==> src/hw/rtl/fkuec_pkg.sv <==
// Package for the flash key unlock and erase control block.
// Holds register codes, unlock phases, key values, control bit positions and the sector table.
// Has no dependencies; used by fkuec_regfile and flash_key_unlock_erase_control_core.
package fkuec_pkg;

	localparam int DATA_W = 32;
	localparam int ADDR_W = 21;
	localparam int SNB_W = 5;
	localparam int SECTOR_TOTAL = 24;

	// Register index codes.
	localparam logic [2:0] REG_ACCESS_CTRL = 3'd0;
	localparam logic [2:0] REG_KEY = 3'd1;
	localparam logic [2:0] REG_OPT_KEY = 3'd2;
	localparam logic [2:0] REG_STATUS = 3'd3;
	localparam logic [2:0] REG_CONTROL = 3'd4;
	localparam logic [2:0] REG_OPTION = 3'd5;
	localparam logic [2:0] REG_OPTION_HIGH = 3'd6;

	localparam logic CMD_READ = 1'b0;
	localparam logic CMD_WRITE = 1'b1;

	typedef enum logic [1:0] {
		PH_LOCKED = 2'd0,
		PH_KEY1 = 2'd1,
		PH_UNLOCKED = 2'd2
	} phase_t;

	localparam logic [DATA_W-1:0] KEY_ONE = 32'h4567_0123;
	localparam logic [DATA_W-1:0] KEY_TWO = 32'hCDEF_89AB;
	localparam logic [DATA_W-1:0] OPTION_RESET = 32'h0FFF_AAED;
	localparam logic [DATA_W-1:0] OPTION_HIGH_RESET = 32'h0FFF_0000;

	localparam int BIT_LOCK = 31;
	localparam int BIT_START = 16;
	localparam int BIT_SER = 1;
	localparam int BIT_WRPERR = 4;
	localparam int SNB_LSB = 3;

	localparam logic [ADDR_W-1:0] SECT_FIRST [SECTOR_TOTAL] = '{
		21'd0, 21'd16384, 21'd32768, 21'd49152, 21'd65536, 21'd131072,
		21'd262144, 21'd393216, 21'd524288, 21'd655360, 21'd786432, 21'd917504,
		21'd1048576, 21'd1064960, 21'd1081344, 21'd1097728, 21'd1114112,
		21'd1179648, 21'd1310720, 21'd1441792, 21'd1572864, 21'd1703936,
		21'd1835008, 21'd1966080
	};

	localparam logic [ADDR_W-1:0] SECT_LAST [SECTOR_TOTAL] = '{
		21'd16383, 21'd32767, 21'd49151, 21'd65535, 21'd131071, 21'd262143,
		21'd393215, 21'd524287, 21'd655359, 21'd786431, 21'd917503, 21'd1048575,
		21'd1064959, 21'd1081343, 21'd1097727, 21'd1114111, 21'd1179647,
		21'd1310719, 21'd1441791, 21'd1572863, 21'd1703935, 21'd1835007,
		21'd1966079, 21'd2097151
	};

	typedef struct packed {
		logic [DATA_W-1:0] read_data;
		logic erase_valid;
		logic [ADDR_W-1:0] erase_first_byte;
		logic [ADDR_W-1:0] erase_last_byte;
		logic flash_writable;
	} result_t;

	function automatic logic [ADDR_W-1:0] sector_first(input logic [SNB_W-1:0] snb);
		logic [ADDR_W-1:0] r;
		r = '0;
		if (snb < SNB_W'(SECTOR_TOTAL)) begin
			r = SECT_FIRST[snb];
		end
		return r;
	endfunction

	function automatic logic [ADDR_W-1:0] sector_last(input logic [SNB_W-1:0] snb);
		logic [ADDR_W-1:0] r;
		r = '0;
		if (snb < SNB_W'(SECTOR_TOTAL)) begin
			r = SECT_LAST[snb];
		end
		return r;
	endfunction

endpackage

==> src/hw/rtl/fkuec_regfile.sv <==
// Register file and unlock sequencer of the flash key unlock and erase control block.
// Decodes one register access per enabled cycle and updates the state at the clock edge.
// Depends on fkuec_pkg.
module fkuec_regfile #(
	parameter int SECTOR_COUNT = 24
) (
	input  logic                     clk,
	input  logic                     arst_n,
	input  logic                     en,
	input  logic                     cmd,
	input  logic [2:0]               idx,
	input  logic [fkuec_pkg::DATA_W-1:0] wdata,
	output fkuec_pkg::result_t       res
);

	fkuec_pkg::phase_t phase_q, phase_d;
	logic [fkuec_pkg::DATA_W-1:0] acr_q, acr_d;
	logic [fkuec_pkg::DATA_W-1:0] optkey_q, optkey_d;
	logic [fkuec_pkg::DATA_W-1:0] ctrl_q, ctrl_d;
	logic [fkuec_pkg::DATA_W-1:0] opt_q, opt_d;
	logic [fkuec_pkg::DATA_W-1:0] opth_q, opth_d;
	logic err_q, err_d;

	logic [fkuec_pkg::DATA_W-1:0] cval;
	logic [fkuec_pkg::SNB_W-1:0] snb;
	logic erase_hit;

	always_comb begin
		phase_d = phase_q;
		acr_d = acr_q;
		optkey_d = optkey_q;
		ctrl_d = ctrl_q;
		opt_d = opt_q;
		opth_d = opth_q;
		err_d = err_q;
		cval = wdata;
		snb = wdata[fkuec_pkg::SNB_LSB +: fkuec_pkg::SNB_W];
		erase_hit = 1'b0;
		res.read_data = '0;

		if (cmd == fkuec_pkg::CMD_READ) begin
			case (idx)
				fkuec_pkg::REG_ACCESS_CTRL: res.read_data = acr_q;
				fkuec_pkg::REG_OPT_KEY:     res.read_data = optkey_q;
				fkuec_pkg::REG_STATUS: begin
					res.read_data[fkuec_pkg::BIT_WRPERR] = err_q;
				end
				fkuec_pkg::REG_CONTROL: begin
					// A control read refreshes the stored lock bit from the phase.
					ctrl_d[fkuec_pkg::BIT_LOCK] = (phase_q != fkuec_pkg::PH_UNLOCKED);
					res.read_data = ctrl_d;
				end
				fkuec_pkg::REG_OPTION:      res.read_data = opt_q;
				fkuec_pkg::REG_OPTION_HIGH: res.read_data = opth_q;
				default:                    res.read_data = '0;
			endcase
		end else begin
			// Any write other than a key transfer breaks a pending key sequence.
			if (phase_q == fkuec_pkg::PH_KEY1 && idx != fkuec_pkg::REG_KEY) begin
				phase_d = fkuec_pkg::PH_LOCKED;
			end
			case (idx)
				fkuec_pkg::REG_ACCESS_CTRL: acr_d = wdata;
				fkuec_pkg::REG_KEY: begin
					if (wdata == fkuec_pkg::KEY_ONE) begin
						phase_d = fkuec_pkg::PH_KEY1;
					end else if (wdata == fkuec_pkg::KEY_TWO &&
					             phase_q == fkuec_pkg::PH_KEY1) begin
						phase_d = fkuec_pkg::PH_UNLOCKED;
					end
				end
				fkuec_pkg::REG_OPT_KEY: optkey_d = wdata;
				fkuec_pkg::REG_STATUS: begin
					if (wdata[fkuec_pkg::BIT_WRPERR]) begin
						err_d = 1'b0;
					end
				end
				fkuec_pkg::REG_CONTROL: begin
					if (phase_d != fkuec_pkg::PH_UNLOCKED) begin
						cval[fkuec_pkg::BIT_LOCK] = 1'b1;
					end else if (wdata[fkuec_pkg::BIT_LOCK]) begin
						phase_d = fkuec_pkg::PH_LOCKED;
					end
					ctrl_d = cval;
					ctrl_d[fkuec_pkg::BIT_START] = 1'b0;
					if (cval[fkuec_pkg::BIT_START] && cval[fkuec_pkg::BIT_SER]) begin
						if (cval[fkuec_pkg::BIT_LOCK]) begin
							err_d = 1'b1;
						end else if (snb < fkuec_pkg::SNB_W'(SECTOR_COUNT)) begin
							erase_hit = 1'b1;
						end
					end
				end
				fkuec_pkg::REG_OPTION:      opt_d = wdata;
				fkuec_pkg::REG_OPTION_HIGH: opth_d = wdata;
				default: ;
			endcase
		end

		res.erase_valid = erase_hit;
		res.erase_first_byte = erase_hit ? fkuec_pkg::sector_first(snb) : '0;
		res.erase_last_byte = erase_hit ? fkuec_pkg::sector_last(snb) : '0;
		res.flash_writable = (phase_d == fkuec_pkg::PH_UNLOCKED);
	end

	always_ff @(posedge clk or negedge arst_n) begin
		if (!arst_n) begin
			phase_q <= fkuec_pkg::PH_LOCKED;
			acr_q <= '0;
			optkey_q <= '0;
			ctrl_q <= '0;
			opt_q <= fkuec_pkg::OPTION_RESET;
			opth_q <= fkuec_pkg::OPTION_HIGH_RESET;
			err_q <= 1'b0;
		end else if (en) begin
			phase_q <= phase_d;
			acr_q <= acr_d;
			optkey_q <= optkey_d;
			ctrl_q <= ctrl_d;
			opt_q <= opt_d;
			opth_q <= opth_d;
			err_q <= err_d;
		end
	end

`ifndef SYNTH
	a_erase_needs_unlock: assert property (@(posedge clk) disable iff (!arst_n)
		en && res.erase_valid |=> phase_q == fkuec_pkg::PH_UNLOCKED)
		else $error("erase started while the flash did not stay unlocked");

	a_key_one_arms: assert property (@(posedge clk) disable iff (!arst_n)
		en && cmd == fkuec_pkg::CMD_WRITE && idx == fkuec_pkg::REG_KEY &&
		wdata == fkuec_pkg::KEY_ONE |=> phase_q == fkuec_pkg::PH_KEY1)
		else $error("first key did not move to the first-key phase");

	a_idle_holds: assert property (@(posedge clk) disable iff (!arst_n)
		!en |=> $stable(phase_q) && $stable(err_q) && $stable(ctrl_q))
		else $error("state changed without an access");

	a_range_order: assert property (@(posedge clk) disable iff (!arst_n)
		en && res.erase_valid |-> res.erase_first_byte < res.erase_last_byte)
		else $error("erase range is empty or reversed");
`endif

endmodule

==> src/hw/rtl/flash_key_unlock_erase_control_core.sv <==
// Top level of the flash key unlock and erase control block.
// Stream handshake, input register and result register around fkuec_regfile.
// Depends on fkuec_pkg and fkuec_regfile.

// One register access per transfer on the input stream yields exactly one result transfer.
// The block takes a new access every cycle while the output is not stalled; each access
// passes the input register and then the result register. The register file updates its
// state as the access leaves the input register, so back-to-back accesses see each other's
// effects in order. A stalled output stops the input register and then the input stream.
// Writing the two keys in a row to the key register unlocks the flash; a control write with
// start and sector erase reports the chosen sector's byte range, or sets the write-protect
// error when locked. SECTOR_COUNT (12 to 24) limits which sector numbers start an erase.
module flash_key_unlock_erase_control_core #(
	parameter int SECTOR_COUNT = 24
) (
	input  logic        clk,
	input  logic        arst_n,
	input  logic        s_axis_tvalid,
	output logic        s_axis_tready,
	input  logic [31:0] s_axis_tdata,  // [31:0] write_data
	input  logic [3:0]  s_axis_tuser,  // [0] command, [3:1] reg_index
	output logic        m_axis_tvalid,
	input  logic        m_axis_tready,
	// [31:0] read_data, [32] erase_valid, [53:33] erase_first_byte,
	// [74:54] erase_last_byte, [75] flash_writable, [79:76] zero
	output logic [79:0] m_axis_tdata
);

	logic valid_s1;
	logic cmd_s1;
	logic [2:0] idx_s1;
	logic [fkuec_pkg::DATA_W-1:0] wdata_s1;
	logic out_valid_q;
	logic [79:0] out_data_q;
	logic advance;
	logic in_xfer;
	fkuec_pkg::result_t res;

	assign advance = valid_s1 && (!out_valid_q || m_axis_tready);
	assign s_axis_tready = !valid_s1 || advance;
	assign in_xfer = s_axis_tvalid && s_axis_tready;

	always_ff @(posedge clk or negedge arst_n) begin
		if (!arst_n) begin
			valid_s1 <= 1'b0;
		end else if (in_xfer) begin
			valid_s1 <= 1'b1;
		end else if (advance) begin
			valid_s1 <= 1'b0;
		end
	end

	always_ff @(posedge clk) begin
		if (in_xfer) begin
			cmd_s1 <= s_axis_tuser[0];
			idx_s1 <= s_axis_tuser[3:1];
			wdata_s1 <= s_axis_tdata;
		end
	end

	fkuec_regfile #(
		.SECTOR_COUNT(SECTOR_COUNT)
	) u_regfile (
		.clk    (clk),
		.arst_n (arst_n),
		.en     (advance),
		.cmd    (cmd_s1),
		.idx    (idx_s1),
		.wdata  (wdata_s1),
		.res    (res)
	);

	always_ff @(posedge clk or negedge arst_n) begin
		if (!arst_n) begin
			out_valid_q <= 1'b0;
		end else if (advance) begin
			out_valid_q <= 1'b1;
		end else if (m_axis_tready) begin
			out_valid_q <= 1'b0;
		end
	end

	always_ff @(posedge clk) begin
		if (advance) begin
			out_data_q <= {4'b0000, res.flash_writable, res.erase_last_byte,
			               res.erase_first_byte, res.erase_valid, res.read_data};
		end
	end

	assign m_axis_tvalid = out_valid_q;
	assign m_axis_tdata = out_data_q;

endmodule
==> config.mk <==
export PLATFORM = sky130hd
export DESIGN_NAME = flash_key_unlock_erase_control_core
export DESIGN_NICKNAME = d
export VERILOG_FILES = /design/src/hw/rtl/fkuec_pkg.sv /design/src/hw/rtl/fkuec_regfile.sv /design/src/hw/rtl/flash_key_unlock_erase_control_core.sv
export SDC_FILE = /design/constraint.sdc
export NUM_CORES = 1
export LEC_CHECK = 0
export BUFFER_PORTS_ARGS = -buffer_cell sky130_fd_sc_hd__buf_2
export CORE_MARGIN = 2
export CORE_UTILIZATION = 58
export CTS_CLUSTER_SIZE = 12
export DETAILED_ROUTE_END_ITERATION = 6
export GPL_TIMING_DRIVEN = 0
export MAX_ROUTING_LAYER = met4
export PLACE_DENSITY = 0.87
export SLEW_MARGIN = 20
export SYNTH_ARGS = -nofsm -noshare
export SYNTH_HDL_FRONTEND = slang
export SYNTH_HIERARCHICAL = 1
export SYNTH_SLANG_ARGS = --single-unit
==> constraint.sdc <==
create_clock -name clk -period 9.33 [get_ports clk]
set_input_delay 0.4665 -clock clk [delete_from_list [all_inputs] [get_ports clk]]
set_output_delay 0.4665 -clock clk [all_outputs]
set_load 0.1 [all_outputs]
==> impl_metrics.py, run 1 <==
metrics = {
    "timing": {
        "fmax_mhz": 383,
        "rsz0062_at_grt": "no",
        "hold_viol": 0,
        "max_slew_margin_pct": 48.1,
        "maxSlewViolCount": 0,
        "finClkSkew_ns": 0.0118,
        "tns_ns": 0,
        "tightest_slew_ns": 0.778,
        "finalCritPeriodShare_pct": 28.0,
        "fin_crit_ns": 2.61,
        "hold_ws_ns": 0.113,
        "setup-violations-final": 0,
    },
    "setup_path": {
        "reg2reg_depth": 7,
        "r2r_start": "m_axis_tvalid$_DFFE_PN0P_",
        "cpPeakStageDelay_ns": 0.41,
        "cp_data_arrival_time_ns": 3.02,
        "cp_num_buf_inv": 1,
        "r2r_setup_slack_ns": 6.72,
        "reg2reg_to": "u_regfile/opth_q[3]$_DFFE_PN0P_",
        "crit_type": "flop to flop",
        "start_kind": "flop",
        "startpoint": "m_axis_tvalid$_DFFE_PN0P_",
        "crit_fanout": 22,
        "critPathCaptureType": "flop",
        "cp_top_family": "simple AND/OR/NAND/NOR gates",
        "crit_required_ns": 9.74,
        "slowest_stage": "dfrtp_1",
        "worstPathCellList": "nand2b_1 -> and2_4 -> and2_0 -> nand2_1 -> nor2_1 -> buf_2 -> mux2_2",
    },
    "global_routing": {
        "grt_pass1_vias": 7555,
        "grt.total_usage_pct": 24.3,
        "grt_max_degree": 84,
        "overflow": 0,
        "grt_pass1_wl_um": 39800,
        "grt_antenna_before_repair": 0,
    },
    "clock_tree": {
        "h-tree-depth": 1,
        "clk_pin_slew_ns": 0.06,
        "cts_tree": "yes",
        "cts_made_buffers": 28,
        "root_buffer": "clkbuf_16",
        "worstSkewPairLatency_ns": 0.53,
        "cts.sinks": 275,
        "cts_setup_buffers": 0,
        "ctsLongestPathBuffers": 3,
    },
    "yosys": {
        "ys_ff_latch": 275,
        "synth_fa_ha_area_share_pct": 0.214,
        "yosysSeqAreaShare_pct": 64.1,
        "yosys.cell_types.count": 58,
        "synth.yosys.warnings": 6,
        "synthMuxAreaShare_pct": 17.7,
        "synth_ff_type": "dfrtp_1",
        "synth_top_family_by_area": "multiplexers",
        "syn-cell-area_um2": 11700,
        "synth_compound_area_share_pct": 6.48,
        "postSynthCellCount": 817,
        "synth-edff-count": 112,
        "yosys.area_share.simple_pct": 6.75,
        "synth_xor_area_share_pct": 0.150,
        "synthArstFlopShare_pct": 59.3,
        "avgSynthCellArea_um2": 14.3,
    },
    "worst_hold_path": {
        "hold_path.class": "primary input to flop",
        "hold_depth": 1,
        "min_from": "s_axis_tdata[5]",
        "holdPathEnd": "wdata_s1[5]$_DFFE_PP_",
    },
    "floorplan": {
        "std_cell_rows": 51,
        "dieArea_um2": 21300,
        "ios": 122,
        "core_area_um2": 19600,
        "initial_utilization_pct": 59.6,
        "fp.dieW_um": 146,
        "die_y_um": 146,
    },
    "cells_and_area": {
        "area_delta_synth_final_pct": 16.7,
        "drive_gt1_share_pct": 41.7,
        "layout.core_utilization_pct": 69.6,
        "nFillCells": 1349,
        "mostFrequentLayoutCells": "mux2_2, buf_2, dfrtp_1",
        "finalInstanceArea_um2": 13600,
        "antenna_cells": 0,
        "layout_commonest_cell": "mux2_2",
        "final_nets": 1026,
    },
    "power_and_ir_drop": {
        "power.density_nw_per_um2": 245,
        "total_power_uw": 3340,
        "static-leakage-power_uw": 0.00580,
        "ir_drop_mv": 0.173,
    },
    "route": {
        "routedWlPerCell_um": 19.7,
        "wl_um": 25000,
        "ant_nets": 0,
        "drc": 0,
        "vias": 7311,
        "dr.pass1.iters": 4,
        "detail_route.iter0.violations": 488,
        "vias_per_cell": 5.75,
    },
    "placed_design": {
        "placed_cell_area_um2": 12700,
        "port_buffers": 117,
        "hpwlAfterDp_um": 16100,
        "globalplace.congestion": 0.855,
    },
    "run": {
        "maxCapViolCount": 0,
    },
    "status": {
        "outcome": "finished, final reports clean",
    },
}
[power by group]
| group | switching, uW | total [uW] | internal (uW) |
|---|---|---|---|
| Clock | 425 | 1050 | 627 |
| Sequential | 130 | 1660 | 1540 |
| Combinational | 373 | 620 | 247 |
[registers in the layout, summed over array words and instances, names as in the netlist]
signal / cells
cmd_s1: 1
u_regfile/phase_q: 2
u_regfile/ctrl_q: 30
wdata_s1: 32
u_regfile/opt_q: 32
m_axis_tdata: 76
u_regfile/err_q: 1
idx_s1: 3
u_regfile/opth_q: 32
m_axis_tvalid: 1
u_regfile/optkey_q: 32
u_regfile/acr_q: 32
valid_s1: 1
[area by class of cell]
class	count	area [um^2]	share of cell area, %
repair buffers	121	666	4.88
inverters	5	18.8	0.138
multi-input cells	464	3730	27.4
clock buffers	50	875	6.41
clock inverters	2	10.0	0.0734
well taps	265	332	2.43
plain buffers	89	517	3.79
flip-flops and latches	275	7480	54.9
[how the worst max path moves through the flow]
stage,endpoint,slack (ns),depth (start not counted)
floorplan,u_regfile/opth_q[10]$_DFFE_PN0P_,5.11,7
global placement,u_regfile/opth_q[8]$_DFFE_PN0P_,4.28,8
detailed placement,u_regfile/opth_q[4]$_DFFE_PN0P_,6.61,8
CTS,u_regfile/opth_q[3]$_DFFE_PN0P_,6.77,7
global route,u_regfile/opth_q[5]$_DFFE_PN0P_,6.61,7
finish,u_regfile/opth_q[3]$_DFFE_PN0P_,6.72,7
[synth_stat cells, drive strengths merged (2+ instances only)]
master / n / area (um^2)
o22ai: 28 / 175
a2111oi: 2 / 23.8
conb: 2 / 7.51
a21oi: 34 / 170
a22o: 5 / 43.8
o21a: 4 / 30.0
a31oi: 2 / 12.5
o21ai: 9 / 45.0
nor3: 6 / 30.0
a22oi: 26 / 195
buf: 66 / 430
nand2b: 7 / 43.8
nor4: 3 / 25.0
ha: 2 / 25.0
mux2: 155 / 1750
clkbuf: 23 / 86.3
nor3b: 3 / 27.5
and2: 32 / 203
edfxtp: 112 / 3360
nor2: 37 / 139
dfrtp: 129 / 3230
nand4: 3 / 18.8
and3: 7 / 43.8
nor2b: 9 / 56.3
inv: 5 / 18.8
or4: 2 / 18.8
nand2: 14 / 52.6
dfstp: 34 / 893
and4b: 2 / 20.0
a21boi: 2 / 15.0
mux2i: 30 / 300
nand3: 6 / 30.0
[worst register-to-register path: cells and delay by family, from the launching register on]
kind,cells,cell delay [ns]
buffers and inverters,1,0.39
multiplexers,1,0.38
AND/OR/NAND/NOR,5,1.31
flip-flops,1,0.41
[cell families after synthesis]
logic type / Yosys count
buf+inv: 94
compound gates: 117
other cells: 2
fa+ha+maj: 2
mux: 186
xor+xnor: 2
flops: 275
simple gates: 139
[metrics by stage]
stage / instances / setup WS [ns]
finish: 1271 / 6.72
global route: 1271 / 6.61
CTS: 1271 / 6.77
detailed placement: 1218 / 6.61
global placement: 1215 / 4.28
floorplan: 833 / 5.11
[repair_timing]
action                     in CTS  in global routing
resized for setup               0                  0
hold endpoints to repair       64                  0
setup endpoints to repair       0                  0
hold buffers                    1                  0
[layer usage]
| metal | global-route usage [%] | up-vias | part of all wire, % |
|---|---|---|---|
| li1 | - | 3274 | - |
| met1 | 32.4 | 3694 | 42 |
| met2 | 38.6 | 286 | 48 |
| met3 | 3.98 | 57 | 6.6 |
| met4 | 8.04 | 0 | 3.2 |
| met5 | - | - | 0 |
Power figures use the tool's default switching activity.
==> run 2: changes to the inputs <==
--- a/config.mk
+++ b/config.mk
@@ -7,12 +7,12 @@
 export LEC_CHECK = 0
 export BUFFER_PORTS_ARGS = -buffer_cell sky130_fd_sc_hd__buf_2
 export CORE_MARGIN = 2
-export CORE_UTILIZATION = 58
+export CORE_UTILIZATION = 53
 export CTS_CLUSTER_SIZE = 12
 export DETAILED_ROUTE_END_ITERATION = 6
 export GPL_TIMING_DRIVEN = 0
 export MAX_ROUTING_LAYER = met4
-export PLACE_DENSITY = 0.87
+export PLACE_DENSITY = 0.84
 export SLEW_MARGIN = 20
 export SYNTH_ARGS = -nofsm -noshare
 export SYNTH_HDL_FRONTEND = slang
==> constraint.sdc (replaced) <==
create_clock -name clk -period 2.15 [get_ports clk]
set_input_delay 0.1075 -clock clk [delete_from_list [all_inputs] [get_ports clk]]
set_output_delay 0.1075 -clock clk [all_outputs]
set_load 0.1 [all_outputs]
==> run 2 against run 1 <==
Compared with the run above: final area is 4.1% higher; global-route usage is 1.0 points lower; maximum frequency is 22% higher; sequential power grew to 4.4 times the previous value; first-iteration DRC count is 31% higher; flip-flop and latch count stayed put; non-clock buffer count is 44 higher; sequential share of layout area is 2.1 points lower; clock power grew to 4.2 times the previous value; final cell count is 5.0% higher; largest power group unchanged.
==> impl_metrics.py, run 2 (synthesis results as in run 1) <==
metrics = {
    "cells_and_area": {
        "largest_reg_flops": 76,
        "mostFrequentLayoutCells": "mux2_2, dfrtp_1, buf_2",
        "layout_commonest_cell": "mux2_2",
        "antenna_cells": 0,
        "final_nets": 1074,
        "drive_gt1_share_pct": 42.8,
        "area_delta_synth_final_pct": 21.4,
    },
    "setup_path": {
        "reg2reg_to": "m_axis_tdata[75]$_DFFE_PP_",
        "r2r_setup_slack_ns": 0.02,
        "worstPathCellList": "nor4b_2 -> nand4_1 -> or4_4 -> nor2b_1 -> o2111a_1",
        "crit_type": "flop to flop",
        "slowest_stage": "or4_4",
        "crit_required_ns": 2.54,
        "crit_fanout": 5,
        "r2r_start": "wdata_s1[20]$_DFFE_PP_",
        "cp_data_arrival_time_ns": 2.52,
        "start_kind": "flop",
        "reg2reg_depth": 5,
        "critPathCaptureType": "flop",
        "cpPeakStageDelay_ns": 0.59,
    },
    "timing": {
        "rsz0062_at_grt": "yes",
        "tns_ns": 0,
        "tightest_slew_ns": 0.652,
        "fin_crit_ns": 2.13,
        "max_slew_margin_pct": 56.5,
        "setup-violations-final": 0,
        "maxSlewViolCount": 0,
        "finClkSkew_ns": 0.0129,
        "hold_viol": 0,
        "finalCritPeriodShare_pct": 99.2,
        "fmax_mhz": 469,
        "hold_ws_ns": 0.159,
    },
    "power_and_ir_drop": {
        "power.density_nw_per_um2": 1020,
        "ir_drop_mv": 0.888,
        "static-leakage-power_uw": 0.00604,
    },
    "global_routing": {
        "grt.total_usage_pct": 23.3,
        "overflow": 0,
        "grt_max_degree": 86,
        "grt_antenna_before_repair": 0,
        "grt_pass1_wl_um": 41500,
        "grt_pass1_vias": 7747,
    },
    "clock_tree": {
        "cts_made_buffers": 29,
        "root_buffer": "clkbuf_16",
        "worstSkewPairLatency_ns": 0.55,
        "h-tree-depth": 1,
        "ctsLongestPathBuffers": 3,
        "clk_pin_slew_ns": 0.06,
        "cts_tree": "yes",
        "cts.sinks": 275,
    },
    "route": {
        "wl_um": 26700,
        "drc": 0,
        "routedWlPerCell_um": 20.0,
        "dr.pass1.iters": 5,
        "vias_per_cell": 5.65,
        "ant_nets": 0,
        "detail_route.iter0.violations": 639,
        "vias": 7543,
    },
    "run": {
        "maxCapViolCount": 0,
    },
    "floorplan": {
        "initial_utilization_pct": 53.7,
        "core_area_um2": 21800,
        "dieArea_um2": 23200,
        "std_cell_rows": 54,
        "die_y_um": 152,
        "ios": 122,
        "fp.dieW_um": 152,
    },
    "status": {
        "outcome": "finished, final reports clean",
    },
    "placed_design": {
        "globalplace.congestion": 0.885,
        "hpwlAfterDp_um": 16400,
        "port_buffers": 117,
    },
    "worst_hold_path": {
        "hold_path.class": "primary input to async pin",
    },
}
[run 2: cell count changes in the layout (fill, tap and decap cells not counted), sizes merged]
cell,change
buf,+5
inv,+2
dlygate4sd3,+39
and2,+3
clkbuf,-6
clkinv,+6
[run 2: cell type report]
class / instances / area (um^2)
tap: 280 / 350
clock inverter: 10 / 53.8
multi-input combinational: 467 / 3830
fill: 1611 / 7570
sequential: 275 / 7490
clock buffer: 44 / 782
timing repair buffer: 166 / 1080
buffer: 88 / 583
inverter: 5 / 18.8
[run 2: critical path, delay by kind of cell, from the launching register on]
kind	cells	cell delay (ns)
simple gates	4	1.24
flops	1	0.52
compound gates	1	0.23
[run 2: stage by stage]
| stage | util (%) | cell area [um^2] | setup slack [ns] | total power (uW) | instances |
|---|---|---|---|---|---|
| final | 65.2 | 14200 | 0.0167 | 14500 | 1335 |
| after global placement | 58.6 | 12800 | -2.02 | 9800 | 1230 |
| after detailed placement | 58.8 | 12800 | -0.745 | 9970 | 1231 |
| after floorplan | - | 11800 | -0.418 | 9370 | 833 |
| after CTS | 64.8 | 14100 | 0.000832 | 14500 | 1330 |
| after global routing | 65.2 | 14200 | -0.0195 | 15000 | 1335 |
[run 2: layer usage]
layer	up-vias	wire length (um)	global-route usage (%)
met3	79	1580	3.04
met1	3793	11100	30.5
met5	-	0	-
met4	0	855	7.72
met2	297	13200	38.1
li1	3374	-	-
[run 2: repair_timing]
action | in CTS | in global routing
hold buffers | 39 | 1
hold endpoints to repair | 121 | 1
gates cloned | 3 | 0
buffers inserted | 3 | 5
pin swaps | 1 | 4
endpoints found under the setup margin | 191 | 104
resized for setup | 15 | 20
[run 2: worst max-delay path by stage]
stage	from	endpoint	slack [ns]
after global routing	wdata_s1[20]$_DFFE_PP_	m_axis_tdata[75]$_DFFE_PP_	-0.02
after floorplan	m_axis_tvalid$_DFFE_PN0P_	u_regfile/opt_q[1]$_DFFE_PN0P_	-0.42
after CTS	idx_s1[0]$_DFFE_PP_	m_axis_tdata[4]$_DFFE_PP_	0.0008
after global placement	arst_n	m_axis_tvalid$_DFFE_PN0P_	-2.02
final	wdata_s1[20]$_DFFE_PP_	m_axis_tdata[75]$_DFFE_PP_	0.02
after detailed placement	m_axis_tvalid$_DFFE_PN0P_	u_regfile/acr_q[9]$_DFFE_PN0P_	-0.74
[run 2: power breakdown]
group          leakage (uW)  internal [uW]  total (uW)  switching, uW
registers           0.00306           6660        7230            567
clock network      0.000405           2500        4440           1930
logic               0.00257           1140        2780           1650
total               0.00604          10300       14500           4150
